--- config.mk ---
export PLATFORM = sky130hd
export DESIGN_NAME = arp_icmp_echo_responder_flat
export DESIGN_NICKNAME = d
export VERILOG_FILES = /design/src/rtl/aer_pkg.sv /design/src/rtl/aer_ifs.sv /design/src/rtl/aer_cfg_regs.sv /design/src/rtl/aer_front.sv /design/src/rtl/aer_queue.sv /design/src/rtl/aer_back.sv /design/src/rtl/arp_icmp_echo_responder.sv /design/src/flat_wrapper.sv
export VERILOG_INCLUDE_DIRS = /design/src /design/src/rtl
export SDC_FILE = /design/constraint.sdc
export NUM_CORES = 1
export LEC_CHECK = 0
export BUFFER_PORTS_ARGS = -buffer_cell sky130_fd_sc_hd__buf_2
export CAP_MARGIN = 15
export CORE_MARGIN = 5
export CORE_UTILIZATION = 39
export DETAILED_ROUTE_END_ITERATION = 7
export GPL_TIMING_DRIVEN = 0
export PLACE_DENSITY = 0.53
export SLEW_MARGIN = 10
export SYNTH_ARGS = -nofsm -noshare
export SYNTH_HDL_FRONTEND = slang
export SYNTH_HIERARCHICAL = 1
export SYNTH_SLANG_ARGS = --single-unit
--- constraint.sdc ---
create_clock -name i_clk -period 10.9 [get_ports i_clk]
set_input_delay 0 -clock i_clk [delete_from_list [all_inputs] [get_ports i_clk]]
set_output_delay 0 -clock i_clk [all_outputs]
set_load 0.05 [all_outputs]
--- src/rtl/arp_icmp_echo_responder_macros.svh ---
// Assertion macros shared by the responder RTL.
// Each use stands on a line of its own and carries its own semicolon.
`ifndef ARP_ICMP_ECHO_RESPONDER_MACROS_SVH
`define ARP_ICMP_ECHO_RESPONDER_MACROS_SVH

`ifndef SYNTHESIS
`define AER_ASSERT_IMPL(label, clk, rst_n, ante, cons) \
    label: assert property (@(posedge clk) disable iff (!rst_n) (ante) |-> (cons)) \
        else $error("assertion failed");
`define AER_ASSERT_NEXT(label, clk, rst_n, ante, cons) \
    label: assert property (@(posedge clk) disable iff (!rst_n) (ante) |=> (cons)) \
        else $error("assertion failed");
`else
`define AER_ASSERT_IMPL(label, clk, rst_n, ante, cons)
`define AER_ASSERT_NEXT(label, clk, rst_n, ante, cons)
`endif

`endif

--- src/rtl/aer_pkg.sv ---
package aer_pkg;

    localparam int MAX_FRAME_BYTES = 2048;
    localparam int POS_W           = $clog2(MAX_FRAME_BYTES);

    localparam int MAC_W = 48;
    localparam int IP_W  = 32;

    // Configuration register file.
    localparam int CFG_IDX_W  = 2;
    localparam int CFG_DATA_W = MAC_W;
    localparam logic [CFG_IDX_W-1:0] REG_OWN_MAC = CFG_IDX_W'(0);
    localparam logic [CFG_IDX_W-1:0] REG_OWN_IP  = CFG_IDX_W'(1);
    localparam logic [MAC_W-1:0] OWN_MAC_RESET = 48'd43838865666;
    localparam logic [IP_W-1:0]  OWN_IP_RESET  = 32'd3232236040;

    typedef struct packed {
        logic [MAC_W-1:0] own_mac;
        logic [IP_W-1:0]  own_ip;
    } t_cfg;

    // One queue entry holds the reply bytes released by one received byte.
    localparam int JOB_SLOTS = 3;
    localparam int SLOT_W    = $clog2(JOB_SLOTS + 1);

    typedef struct packed {
        logic [JOB_SLOTS-1:0][7:0] bytes;
        logic [SLOT_W-1:0]         cnt;
        logic                      fin;
        logic                      ok;
    } t_job;

    // Queue depth must be a power of two so the pointers wrap on their own.
    localparam int FIFO_DEPTH = 4;
    localparam int FIFO_AW    = $clog2(FIFO_DEPTH);

endpackage

--- src/rtl/aer_ifs.sv ---
interface aer_rx_if;
    logic       valid;
    logic       ready;
    logic [7:0] rx_byte;
    logic       rx_end;

    modport source (output valid, output rx_byte, output rx_end, input ready);
    modport sink   (input valid, input rx_byte, input rx_end, output ready);
endinterface

interface aer_tx_if;
    logic       valid;
    logic       ready;
    logic [7:0] tx_byte;
    logic       tx_end;
    logic       reply_ok;

    modport source (output valid, output tx_byte, output tx_end, output reply_ok,
                    input ready);
    modport sink   (input valid, input tx_byte, input tx_end, input reply_ok,
                    output ready);
endinterface

interface aer_cfg_if;
    logic                             valid;
    logic                             ready;
    logic [aer_pkg::CFG_IDX_W-1:0]    index;
    logic [aer_pkg::CFG_DATA_W-1:0]   data;

    modport source (output valid, output index, output data, input ready);
    modport sink   (input valid, input index, input data, output ready);
endinterface

--- src/rtl/aer_cfg_regs.sv ---
module aer_cfg_regs (
    input  logic          i_clk,
    input  logic          i_rst_n,
    aer_cfg_if.sink       i_cfg,
    output aer_pkg::t_cfg o_cfg
);

    logic [aer_pkg::MAC_W-1:0] r_own_mac;
    logic [aer_pkg::IP_W-1:0]  r_own_ip;

    assign i_cfg.ready = 1'b1;

    always_ff @(posedge i_clk) begin
        if (!i_rst_n) begin
            r_own_mac <= aer_pkg::OWN_MAC_RESET;
            r_own_ip  <= aer_pkg::OWN_IP_RESET;
        end else if (i_cfg.valid && i_cfg.ready) begin
            case (i_cfg.index)
                aer_pkg::REG_OWN_MAC: r_own_mac <= i_cfg.data[aer_pkg::MAC_W-1:0];
                aer_pkg::REG_OWN_IP:  r_own_ip  <= i_cfg.data[aer_pkg::IP_W-1:0];
                default: ;
            endcase
        end
    end

    assign o_cfg.own_mac = r_own_mac;
    assign o_cfg.own_ip  = r_own_ip;

endmodule

--- src/rtl/aer_front.sv ---
`include "arp_icmp_echo_responder_macros.svh"

module aer_front (
    input  logic          i_clk,
    input  logic          i_rst_n,
    aer_rx_if.sink        i_rx,
    input  aer_pkg::t_cfg i_cfg,
    input  logic          i_q_full,
    output logic          o_push,
    output aer_pkg::t_job o_job
);

    localparam int PW = aer_pkg::POS_W;

    // Byte offsets within the frame.
    localparam logic [PW-1:0] P_LAG        = PW'(6);
    localparam logic [PW-1:0] P_LAG_M1     = PW'(5);
    localparam logic [PW-1:0] P_LAG_M2     = PW'(4);
    localparam logic [PW-1:0] P_SMAC_END   = PW'(12);
    localparam logic [PW-1:0] P_ETYPE_LO   = PW'(13);
    localparam logic [PW-1:0] P_ARP_OP_LO  = PW'(21);
    localparam logic [PW-1:0] P_ARP_SHA    = PW'(22);
    localparam logic [PW-1:0] P_ARP_SPA    = PW'(28);
    localparam logic [PW-1:0] P_ARP_THA    = PW'(32);
    localparam logic [PW-1:0] P_ARP_TPA    = PW'(38);
    localparam logic [PW-1:0] P_ARP_TPA_LS = PW'(41);
    localparam logic [PW-1:0] P_ARP_END    = PW'(42);
    localparam logic [PW-1:0] P_IP_PROTO   = PW'(23);
    localparam logic [PW-1:0] P_IP_SRC     = PW'(26);
    localparam logic [PW-1:0] P_IP_DST     = PW'(30);
    localparam logic [PW-1:0] P_IP_END     = PW'(34);
    localparam logic [PW-1:0] P_ICMP_TYPE  = PW'(34);
    localparam logic [PW-1:0] P_ICMP_CK_LO = PW'(37);
    localparam logic [PW-1:0] P_LAST       = PW'(aer_pkg::MAX_FRAME_BYTES - 1);

    localparam logic [15:0] ETYPE_ARP         = 16'h0806;
    localparam logic [15:0] ETYPE_IPV4        = 16'h0800;
    localparam logic [7:0]  IP_PROTO_ICMP     = 8'h01;
    localparam logic [7:0]  ICMP_ECHO_REQ     = 8'h08;
    localparam logic [7:0]  ICMP_ECHO_REPLY   = 8'h00;
    localparam logic [15:0] ARP_OP_REQ        = 16'h0001;
    localparam logic [15:0] ARP_OP_REQ_SWAP   = 16'h0100;
    localparam logic [15:0] ARP_OP_REPLY      = 16'h0002;
    localparam logic [15:0] ARP_OP_REPLY_SWAP = 16'h0200;
    localparam logic [15:0] CKSUM_ADJ         = 16'h0800;

    typedef enum logic [1:0] {
        KIND_OTHER,
        KIND_ARP,
        KIND_IPV4,
        KIND_ICMP
    } t_kind;

    logic [7:0]                r_dly [6];
    logic [PW-1:0]             r_pos;
    t_kind                     r_kind;
    logic [aer_pkg::MAC_W-1:0] r_smac;
    logic [aer_pkg::IP_W-1:0]  r_sip;
    logic                      r_echo;
    logic                      r_tmatch;

    t_kind                     n_kind;
    logic [aer_pkg::MAC_W-1:0] n_smac;
    logic [aer_pkg::IP_W-1:0]  n_sip;
    logic                      n_echo;
    logic                      n_tmatch;
    logic [7:0]                n_prev;
    logic [7:0]                n_cur;

    logic                      accept;
    logic [PW-1:0]             tpa_off;
    logic                      tpa_eq;
    logic [16:0]               cksum_sum;
    logic [15:0]               cksum_fold;
    logic [7:0]                out6;
    logic [7:0]                out5;
    logic [7:0]                out4;
    aer_pkg::t_job             job;

    function automatic logic [7:0] f_mac_byte(input logic [aer_pkg::MAC_W-1:0] mac,
                                              input logic [2:0] idx);
        return mac[8 * (5 - int'(idx)) +: 8];
    endfunction

    function automatic logic [7:0] f_ip_byte(input logic [aer_pkg::IP_W-1:0] ip,
                                             input logic [1:0] idx);
        return ip[8 * (3 - int'(idx)) +: 8];
    endfunction

    // Reply byte at offset k; dst is what goes into the destination MAC field.
    function automatic logic [7:0] f_rewrite(
        input logic [PW-1:0]             k,
        input logic [7:0]                v,
        input logic [7:0]                dst,
        input t_kind                     kind,
        input aer_pkg::t_cfg             cfg,
        input logic [aer_pkg::MAC_W-1:0] smac,
        input logic [aer_pkg::IP_W-1:0]  sip
    );
        logic [PW-1:0] off;
        logic [7:0]    res;
        res = v;
        off = '0;
        if (k < P_LAG) begin
            res = dst;
        end else if (k < P_SMAC_END) begin
            off = k - P_LAG;
            res = f_mac_byte(cfg.own_mac, off[2:0]);
        end else if (kind == KIND_ARP) begin
            if (k >= P_ARP_SHA && k < P_ARP_SPA) begin
                off = k - P_ARP_SHA;
                res = f_mac_byte(cfg.own_mac, off[2:0]);
            end else if (k >= P_ARP_SPA && k < P_ARP_THA) begin
                off = k - P_ARP_SPA;
                res = f_ip_byte(cfg.own_ip, off[1:0]);
            end else if (k >= P_ARP_THA && k < P_ARP_TPA) begin
                off = k - P_ARP_THA;
                res = f_mac_byte(smac, off[2:0]);
            end else if (k >= P_ARP_TPA && k < P_ARP_END) begin
                off = k - P_ARP_TPA;
                res = f_ip_byte(sip, off[1:0]);
            end
        end else if (kind == KIND_ICMP) begin
            if (k >= P_IP_SRC && k < P_IP_DST) begin
                off = k - P_IP_SRC;
                res = f_ip_byte(cfg.own_ip, off[1:0]);
            end else if (k >= P_IP_DST && k < P_IP_END) begin
                off = k - P_IP_DST;
                res = f_ip_byte(sip, off[1:0]);
            end
        end
        return res;
    endfunction

    assign i_rx.ready = !i_q_full;
    assign accept     = i_rx.valid && i_rx.ready;

    assign tpa_off    = r_pos - P_ARP_TPA;
    assign tpa_eq     = i_rx.rx_byte == f_ip_byte(i_cfg.own_ip, tpa_off[1:0]);
    assign cksum_sum  = {1'b0, r_dly[5], i_rx.rx_byte} + {1'b0, CKSUM_ADJ};
    assign cksum_fold = cksum_sum[15:0] + {15'd0, cksum_sum[16]};

    always_comb begin
        n_kind = r_kind;
        if (r_pos == P_ETYPE_LO) begin
            if ({r_dly[5], i_rx.rx_byte} == ETYPE_ARP) begin
                n_kind = KIND_ARP;
            end else if ({r_dly[5], i_rx.rx_byte} == ETYPE_IPV4) begin
                n_kind = KIND_IPV4;
            end else begin
                n_kind = KIND_OTHER;
            end
        end
        if (n_kind == KIND_IPV4 && r_pos == P_IP_PROTO && i_rx.rx_byte == IP_PROTO_ICMP) begin
            n_kind = KIND_ICMP;
        end

        n_prev   = r_dly[5];
        n_cur    = i_rx.rx_byte;
        n_smac   = r_smac;
        n_sip    = r_sip;
        n_echo   = r_echo;
        n_tmatch = r_tmatch;

        case (n_kind)
            KIND_ARP: begin
                // Both byte orders of the request opcode are turned into a reply.
                if (r_pos == P_ARP_OP_LO) begin
                    if ({r_dly[5], i_rx.rx_byte} == ARP_OP_REQ) begin
                        n_cur = ARP_OP_REPLY[7:0];
                    end else if ({r_dly[5], i_rx.rx_byte} == ARP_OP_REQ_SWAP) begin
                        n_prev = ARP_OP_REPLY_SWAP[15:8];
                    end
                end
                if (r_pos >= P_ARP_SHA && r_pos < P_ARP_SPA) begin
                    n_smac = {r_smac[aer_pkg::MAC_W-9:0], i_rx.rx_byte};
                end
                if (r_pos >= P_ARP_SPA && r_pos < P_ARP_THA) begin
                    n_sip = {r_sip[aer_pkg::IP_W-9:0], i_rx.rx_byte};
                end
                if (r_pos >= P_ARP_TPA && r_pos <= P_ARP_TPA_LS) begin
                    n_tmatch = (r_pos == P_ARP_TPA) ? tpa_eq : (r_tmatch && tpa_eq);
                end
            end
            KIND_ICMP: begin
                if (r_pos >= P_IP_SRC && r_pos < P_IP_DST) begin
                    n_sip = {r_sip[aer_pkg::IP_W-9:0], i_rx.rx_byte};
                end
                if (r_pos == P_ICMP_TYPE && i_rx.rx_byte == ICMP_ECHO_REQ) begin
                    n_echo = 1'b1;
                    n_cur  = ICMP_ECHO_REPLY;
                end
                // The checksum high byte is still the newest delay entry here.
                if (r_pos == P_ICMP_CK_LO && r_echo) begin
                    n_prev = cksum_fold[15:8];
                    n_cur  = cksum_fold[7:0];
                end
            end
            default: ;
        endcase
    end

    assign out6 = f_rewrite(r_pos - P_LAG, r_dly[0], i_rx.rx_byte,
                            n_kind, i_cfg, n_smac, n_sip);
    assign out5 = f_rewrite(r_pos - P_LAG_M1, r_dly[1], 8'h00,
                            n_kind, i_cfg, n_smac, n_sip);
    assign out4 = f_rewrite(r_pos - P_LAG_M2, r_dly[2], 8'h00,
                            n_kind, i_cfg, n_smac, n_sip);

    always_comb begin
        job = '0;
        if (!i_rx.rx_end) begin
            if (r_pos >= P_LAG) begin
                job.bytes[0] = out6;
                job.cnt      = aer_pkg::SLOT_W'(1);
            end
        end else begin
            // At the frame end the bytes still in the delay line are flushed,
            // minus the four bytes of FCS.
            if (r_pos >= P_LAG) begin
                job.bytes[0] = out6;
                job.bytes[1] = out5;
                job.bytes[2] = out4;
                job.cnt      = aer_pkg::SLOT_W'(3);
            end else if (r_pos == P_LAG_M1) begin
                job.bytes[0] = out5;
                job.bytes[1] = out4;
                job.cnt      = aer_pkg::SLOT_W'(2);
            end else if (r_pos == P_LAG_M2) begin
                job.bytes[0] = out4;
                job.cnt      = aer_pkg::SLOT_W'(1);
            end
            job.fin = 1'b1;
            job.ok  = (n_kind == KIND_ARP && n_tmatch && r_pos >= P_ARP_TPA_LS) || n_echo;
        end
    end

    assign o_job  = job;
    assign o_push = accept && (job.cnt != '0);

    always_ff @(posedge i_clk) begin
        if (!i_rst_n) begin
            r_pos    <= '0;
            r_kind   <= KIND_OTHER;
            r_echo   <= 1'b0;
            r_tmatch <= 1'b0;
        end else if (accept) begin
            if (i_rx.rx_end) begin
                r_pos    <= '0;
                r_kind   <= KIND_OTHER;
                r_echo   <= 1'b0;
                r_tmatch <= 1'b0;
            end else begin
                if (r_pos != P_LAST) begin
                    r_pos <= r_pos + PW'(1);
                end
                r_kind   <= n_kind;
                r_echo   <= n_echo;
                r_tmatch <= n_tmatch;
            end
        end
    end

    always_ff @(posedge i_clk) begin
        if (accept) begin
            r_dly[0] <= r_dly[1];
            r_dly[1] <= r_dly[2];
            r_dly[2] <= r_dly[3];
            r_dly[3] <= r_dly[4];
            r_dly[4] <= n_prev;
            r_dly[5] <= n_cur;
            r_smac   <= n_smac;
            r_sip    <= n_sip;
        end
    end

    `AER_ASSERT_NEXT(a_frame_restart, i_clk, i_rst_n, accept && i_rx.rx_end, r_pos == '0 && r_kind == KIND_OTHER && !r_echo)

endmodule

--- src/rtl/aer_queue.sv ---
`include "arp_icmp_echo_responder_macros.svh"

module aer_queue (
    input  logic          i_clk,
    input  logic          i_rst_n,
    input  logic          i_push,
    input  aer_pkg::t_job i_job,
    input  logic          i_pop,
    output logic          o_full,
    output logic          o_empty,
    output aer_pkg::t_job o_head
);

    localparam int AW = aer_pkg::FIFO_AW;

    aer_pkg::t_job r_mem [aer_pkg::FIFO_DEPTH];
    logic [AW-1:0] r_wr;
    logic [AW-1:0] r_rd;
    logic [AW:0]   r_count;

    assign o_full  = r_count == (AW + 1)'(aer_pkg::FIFO_DEPTH);
    assign o_empty = r_count == '0;
    assign o_head  = r_mem[r_rd];

    always_ff @(posedge i_clk) begin
        if (!i_rst_n) begin
            r_wr    <= '0;
            r_rd    <= '0;
            r_count <= '0;
        end else begin
            if (i_push) begin
                r_wr <= r_wr + AW'(1);
            end
            if (i_pop) begin
                r_rd <= r_rd + AW'(1);
            end
            if (i_push && !i_pop) begin
                r_count <= r_count + (AW + 1)'(1);
            end else if (i_pop && !i_push) begin
                r_count <= r_count - (AW + 1)'(1);
            end
        end
    end

    always_ff @(posedge i_clk) begin
        if (i_push) begin
            r_mem[r_wr] <= i_job;
        end
    end

    `AER_ASSERT_IMPL(a_no_overflow, i_clk, i_rst_n, i_push, !o_full)
    `AER_ASSERT_IMPL(a_no_underflow, i_clk, i_rst_n, i_pop, !o_empty)
    `AER_ASSERT_NEXT(a_count_up, i_clk, i_rst_n, i_push && !i_pop, r_count == $past(r_count) + 1'b1)

endmodule

--- src/rtl/aer_back.sv ---
`include "arp_icmp_echo_responder_macros.svh"

module aer_back (
    input  logic          i_clk,
    input  logic          i_rst_n,
    input  aer_pkg::t_job i_head,
    input  logic          i_empty,
    output logic          o_pop,
    aer_tx_if.source      o_tx
);

    localparam int SW = aer_pkg::SLOT_W;

    logic          r_valid;
    logic [SW-1:0] r_sub;
    logic [7:0]    r_byte;
    logic          r_end;
    logic          r_ok;

    logic          last;
    logic          load;

    // The output register takes a queued byte whenever it is empty or being drained.
    assign last  = r_sub == (i_head.cnt - SW'(1));
    assign load  = !i_empty && (!r_valid || o_tx.ready);
    assign o_pop = load && last;

    always_ff @(posedge i_clk) begin
        if (!i_rst_n) begin
            r_valid <= 1'b0;
            r_sub   <= '0;
        end else if (load) begin
            r_valid <= 1'b1;
            r_sub   <= last ? '0 : r_sub + SW'(1);
        end else if (o_tx.ready) begin
            r_valid <= 1'b0;
        end
    end

    always_ff @(posedge i_clk) begin
        if (load) begin
            r_byte <= i_head.bytes[r_sub];
            r_end  <= i_head.fin && last;
            r_ok   <= i_head.ok && i_head.fin && last;
        end
    end

    assign o_tx.valid    = r_valid;
    assign o_tx.tx_byte  = r_byte;
    assign o_tx.tx_end   = r_end;
    assign o_tx.reply_ok = r_ok;

    `AER_ASSERT_IMPL(a_slot_in_entry, i_clk, i_rst_n, !i_empty, r_sub < i_head.cnt)

endmodule

--- src/rtl/arp_icmp_echo_responder.sv ---
// Channel  Port    Dir  Payload
// -------  ------  ---  -----------------------------------
// rx       i_rx    in   rx_byte[7:0], rx_end
// tx       o_tx    out  tx_byte[7:0], tx_end, reply_ok
// cfg      i_cfg   in   index[1:0], data[47:0] (0 own MAC, 1 own IP)
//
// One received byte is taken per cycle while rx ready is high; a reply byte
// passes the queue and the output register, six bytes behind in frame order.
// The byte carrying the frame end releases up to three reply bytes, which the
// output stage sends one at a time; the four-entry queue absorbs that burst.
// Reset is synchronous and restores the default MAC and IP addresses.
// A stalled tx side backs up through the queue and lowers rx ready when full.
module arp_icmp_echo_responder (
    input  logic     i_clk,
    input  logic     i_rst_n,
    aer_rx_if.sink   i_rx,
    aer_tx_if.source o_tx,
    aer_cfg_if.sink  i_cfg
);

    aer_pkg::t_cfg cfg;
    aer_pkg::t_job push_job;
    aer_pkg::t_job head_job;
    logic          push;
    logic          pop;
    logic          q_full;
    logic          q_empty;

    aer_cfg_regs u_cfg_regs (
        .i_clk   (i_clk),
        .i_rst_n (i_rst_n),
        .i_cfg   (i_cfg),
        .o_cfg   (cfg)
    );

    aer_front u_front (
        .i_clk    (i_clk),
        .i_rst_n  (i_rst_n),
        .i_rx     (i_rx),
        .i_cfg    (cfg),
        .i_q_full (q_full),
        .o_push   (push),
        .o_job    (push_job)
    );

    aer_queue u_queue (
        .i_clk   (i_clk),
        .i_rst_n (i_rst_n),
        .i_push  (push),
        .i_job   (push_job),
        .i_pop   (pop),
        .o_full  (q_full),
        .o_empty (q_empty),
        .o_head  (head_job)
    );

    aer_back u_back (
        .i_clk   (i_clk),
        .i_rst_n (i_rst_n),
        .i_head  (head_job),
        .i_empty (q_empty),
        .o_pop   (pop),
        .o_tx    (o_tx)
    );

endmodule
--- src/flat_wrapper.sv ---
// flat-port wrapper written by rule: the top's interface ports become plain ports
module arp_icmp_echo_responder_flat 
  (i_clk, i_rst_n, i_rx_valid, i_rx_rx_byte, i_rx_rx_end, i_rx_ready, o_tx_valid, o_tx_tx_byte, o_tx_tx_end, o_tx_reply_ok, o_tx_ready, i_cfg_valid, i_cfg_index, i_cfg_data, i_cfg_ready);
  aer_rx_if i_rx_i ();
  aer_tx_if o_tx_i ();
  aer_cfg_if i_cfg_i ();
  input  logic i_clk;
  input  logic i_rst_n;
  input wire logic [$bits(i_rx_i.valid)-1:0] i_rx_valid;
  input wire logic [$bits(i_rx_i.rx_byte)-1:0] i_rx_rx_byte;
  input wire logic [$bits(i_rx_i.rx_end)-1:0] i_rx_rx_end;
  output wire logic [$bits(i_rx_i.ready)-1:0] i_rx_ready;
  output wire logic [$bits(o_tx_i.valid)-1:0] o_tx_valid;
  output wire logic [$bits(o_tx_i.tx_byte)-1:0] o_tx_tx_byte;
  output wire logic [$bits(o_tx_i.tx_end)-1:0] o_tx_tx_end;
  output wire logic [$bits(o_tx_i.reply_ok)-1:0] o_tx_reply_ok;
  input wire logic [$bits(o_tx_i.ready)-1:0] o_tx_ready;
  input wire logic [$bits(i_cfg_i.valid)-1:0] i_cfg_valid;
  input wire logic [$bits(i_cfg_i.index)-1:0] i_cfg_index;
  input wire logic [$bits(i_cfg_i.data)-1:0] i_cfg_data;
  output wire logic [$bits(i_cfg_i.ready)-1:0] i_cfg_ready;
  assign i_rx_i.valid = i_rx_valid;
  assign i_rx_i.rx_byte = i_rx_rx_byte;
  assign i_rx_i.rx_end = i_rx_rx_end;
  assign i_rx_ready = i_rx_i.ready;
  assign o_tx_valid = o_tx_i.valid;
  assign o_tx_tx_byte = o_tx_i.tx_byte;
  assign o_tx_tx_end = o_tx_i.tx_end;
  assign o_tx_reply_ok = o_tx_i.reply_ok;
  assign o_tx_i.ready = o_tx_ready;
  assign i_cfg_i.valid = i_cfg_valid;
  assign i_cfg_i.index = i_cfg_index;
  assign i_cfg_i.data = i_cfg_data;
  assign i_cfg_ready = i_cfg_i.ready;
  arp_icmp_echo_responder u_core (.i_clk(i_clk), .i_rst_n(i_rst_n), .i_rx(i_rx_i), .o_tx(o_tx_i), .i_cfg(i_cfg_i));
endmodule
==> flow_summary.ini <==
[grt]
track_usage_pct = 30.9
gr-total-overflow = 0
antenna_found_initial = 3
grt_pass1_vias = 20200
grt_pass1_wl_um = 146000
grt_start_max_net_pins = 81

[critical_path]
critPathSlowestCell = buf_1
r2r_start = u_core/u_front/r_pos[1]
r2r-end = u_core/u_queue/r_mem[0][17]
crit_path_frequent_cell = clkbuf_1
timing_worst_setup_path_type = register to register
cpLargestDelayFamily = buffers and inverters
crit_path_end_kind = register
cp_num_buf_inv = 11
max_stage_delay_ns = 0.78
reg2regPathDepth = 21
arrival_ns = 9.85
path_depth = 21
cp_data_required_time_ns = 11.20
crit_chain = clkbuf_1 -> buf_1 -> inv_1 -> clkbuf_1 -> clkbuf_2 -> ha_1 -> clkbuf_1 -> inv_1 -> buf_1 -> clkbuf_1 -> buf_8 -> ha_1 -> clkbuf_1 -> nor2_1 -> nand3_1 -> or3_1 -> o32ai_1 -> nor3_1 -> o21ai_0 -> a31oi_1 -> o21ai_0
endpoint = u_core/u_queue/r_mem[0][17]
crit_start = u_core/u_front/r_pos[1]
start_kind = register
critPathMaxFanout = 15
reg2reg_slack_ns = 1.34

[yosys]
async_flop_share_pct = 0
synth_cells = 2263
ys_types = 104
synth_top_area_share_pct = 32.5
netlist_area_um2 = 23100
yosys.area.top_type = edfxtp_1
syn_area_per_cell_um2 = 10.2
synthesis.nets = 2358
synth_ff_type = edfxtp_1
synth.most_common_cell = nand2_1
synth.area.top_cells = edfxtp_1 32%, dfxtp_1 9.3%, mux4_2 8.8%, mux2i_1 6.4%, nand2_1 4.7%
synth_edf_count = 250
ys_seq_area_share_pct = 41.7
synth.top_cells.by_count = 290 x nand2_1, 250 x edfxtp_1, 148 x mux2i_1, 144 x nor2_1, 112 x o21ai_0
ys_warn_count = 6
synth_seq_cells = 357

[die]
die_y_um = 254
rows = 89
initial_utilization_pct = 39.3
ioPinCount = 77
coreArea_um2 = 58900
die-area_um2 = 64300
die_w_um = 254

[cells_and_area]
final_cell_count_no_fill = 3266
drive_gt1_share_pct = 15.6
fin_nets = 2554
syn2layout_area_growth_pct = 15.9
antenna_cells = 0
layout.core_utilization_pct = 45.5
fill_cells = 5558

[timing]
period_share_pct = 87.7
max_freq_ghz = 0.105
tightest_slew_ns = 1.42
rsz0062_at_grt = no
tns_ns = 0
finClkSkew_ns = 0.0371
setup_slack_ns = 1.34
slew_violations = 0
layout_min_cycle_time_ns = 9.56
slew_headroom_pct = 4.78
setup_violations = 0
hold_violations = 0

[route]
drt-total-wl_um = 102000
num_vias = 21000
vias_per_cell = 6.42
drc = 0
first_pass_iters = 5
antenna_left = 0
wl_per_cell_um = 31.1
drtIter0Drc = 2631

[clock_network]
cts_setup_buffers = 0
cts_made_buffers = 42
clock_path_buffers = 3
root_buffer = clkbuf_16
clk_pin_slew_ns = 0.06
cts.htree.levels = 2
clk_latency_ns = 0.59
cts.sinks = 357
cts_tree = done

[outcome]
status = completed

[place]
numPortBuffers = 72
dp_hpwl_um = 77200
place_ws_ns = 1.59
routabilityCongestion = 1.04
placed_cells = 3118

[power_and_ir_drop]
vdd_drop_max_v = 0.000101
power.density_nw_per_um2 = 123
leakage_uw = 0.00906
power_uw = 3290

[job]
maxCapViolations = 0

[min_path]
hp-class = input port to register
## worst min-delay path by stage
stage | slack [ns] | cells after the start | startpoint | end
4_1_cts | 0.08 | 4 | i_rx_rx_byte[4] | u_core/u_front/r_dly[5][7]
6_report | 0.1 | 4 | i_rx_rx_byte[4] | u_core/u_front/r_dly[5][7]
5_1_grt | 0.1 | 4 | i_rx_rx_byte[4] | u_core/u_front/r_dly[5][7]
2_1_floorplan | 0.12 | 1 | i_rst_n | u_core/u_front/r_pos[0]
3_5_place_dp | 0.26 | 3 | i_cfg_data[47] | u_core/u_cfg_regs/r_own_mac[47]
3_3_place_gp | 0.25 | 3 | i_cfg_data[47] | u_core/u_cfg_regs/r_own_mac[47]
## flip-flops by register name (all words and copies together) (netlist names), 3 cells and up, named ones only
register	count
u_core/u_back/o_tx.tx_byte	8
u_core/u_front/r_dly	48
u_core/u_front/r_pos	11
u_core/u_cfg_regs/r_own_ip	32
u_core/u_front/r_sip	32
u_core/u_queue/r_mem	112
u_core/u_cfg_regs/r_own_mac	48
u_core/u_queue/r_count	3
u_core/u_front/r_smac	48
## area by class of cell
type	instances	area, um^2	area share [%]
Multi-Input combinational cell	1648	12400	46.1
Clock inverter	21	226	0.845
Sequential cell	357	9650	36.0
Buffer	163	796	2.97
Tap cell	773	967	3.61
Inverter	95	362	1.35
Timing Repair Buffer	152	1220	4.57
Clock buffer	57	1230	4.59
## timing repair
action	in CTS	in global routing
hold buffers	68	0
hold endpoints to repair	106	0
setup endpoints to repair	0	0
resized for setup	0	0
## stage by stage
| stage | cell area [um^2] | hold slack, ns |
|---|---|---|
| floorplan | 23100 | 0.122 |
| global placement | 24500 | 0.249 |
| detailed placement | 24600 | 0.256 |
| CTS | 26800 | 0.0768 |
| global route | 26800 | 0.0956 |
| finish | 26800 | 0.0983 |
## worst register-to-register path: stages (launching register included)
cell,delay [ns]
dfxtp_1,0.57
clkbuf_1,0.55
buf_1,0.78
inv_1,0.14
clkbuf_1,0.49
clkbuf_2,0.61
ha_1,0.61
clkbuf_1,0.42
inv_1,0.21
buf_1,0.45
clkbuf_1,0.46
buf_8,0.27
ha_1,0.25
clkbuf_1,0.24
nor2_1,0.47
nand3_1,0.57
or3_1,0.51
o32ai_1,0.66
nor3_1,0.09
o21ai_0,0.47
a31oi_1,0.17
o21ai_0,0.28
## cell families after synthesis
kind of cell	count (synthesis)	share of synthesized area [%]
xor+xnor	34	1.29
fa+ha+maj	32	1.75
mux	290	18.3
compound gates	525	15.8
simple gates	766	16.1
flops	357	41.7
other cells	1	0.0162
buf+inv	258	4.98
## routing by layer
metal	wire [um]	GRT usage [%]	share of wire [%]	vias up
li1	-	-	-	9071
met1	42400	42.7	42	10400
met2	44100	46.8	43	1218
met3	8850	5.42	8.7	284
met4	6380	15.9	6.3	2
met5	8	0	0.0079	-
## report_power, final
part	total [uW]	switching, uW	internal, uW	leakage, uW
registers	1500	30.5	1470	0.00301
logic	334	215	119	0.00534
clock network	1460	608	853	0.000715
## layout by cell type, fill, tap and decap left out, types with 45 or more instances in the layout
cell type        n
mux4_2          90
clkbuf_16       45
nand3_1         81
nor2_1         144
dlygate4sd3_1   68
clkbuf_1        97
mux2i_1        148
buf_2          103
a21oi_1         76
edfxtp_1       250
o21ai_0        112
nand2_1        290
o211ai_1        51
dfxtp_1        107
inv_1           91
Power figures use the tool's default switching activity.
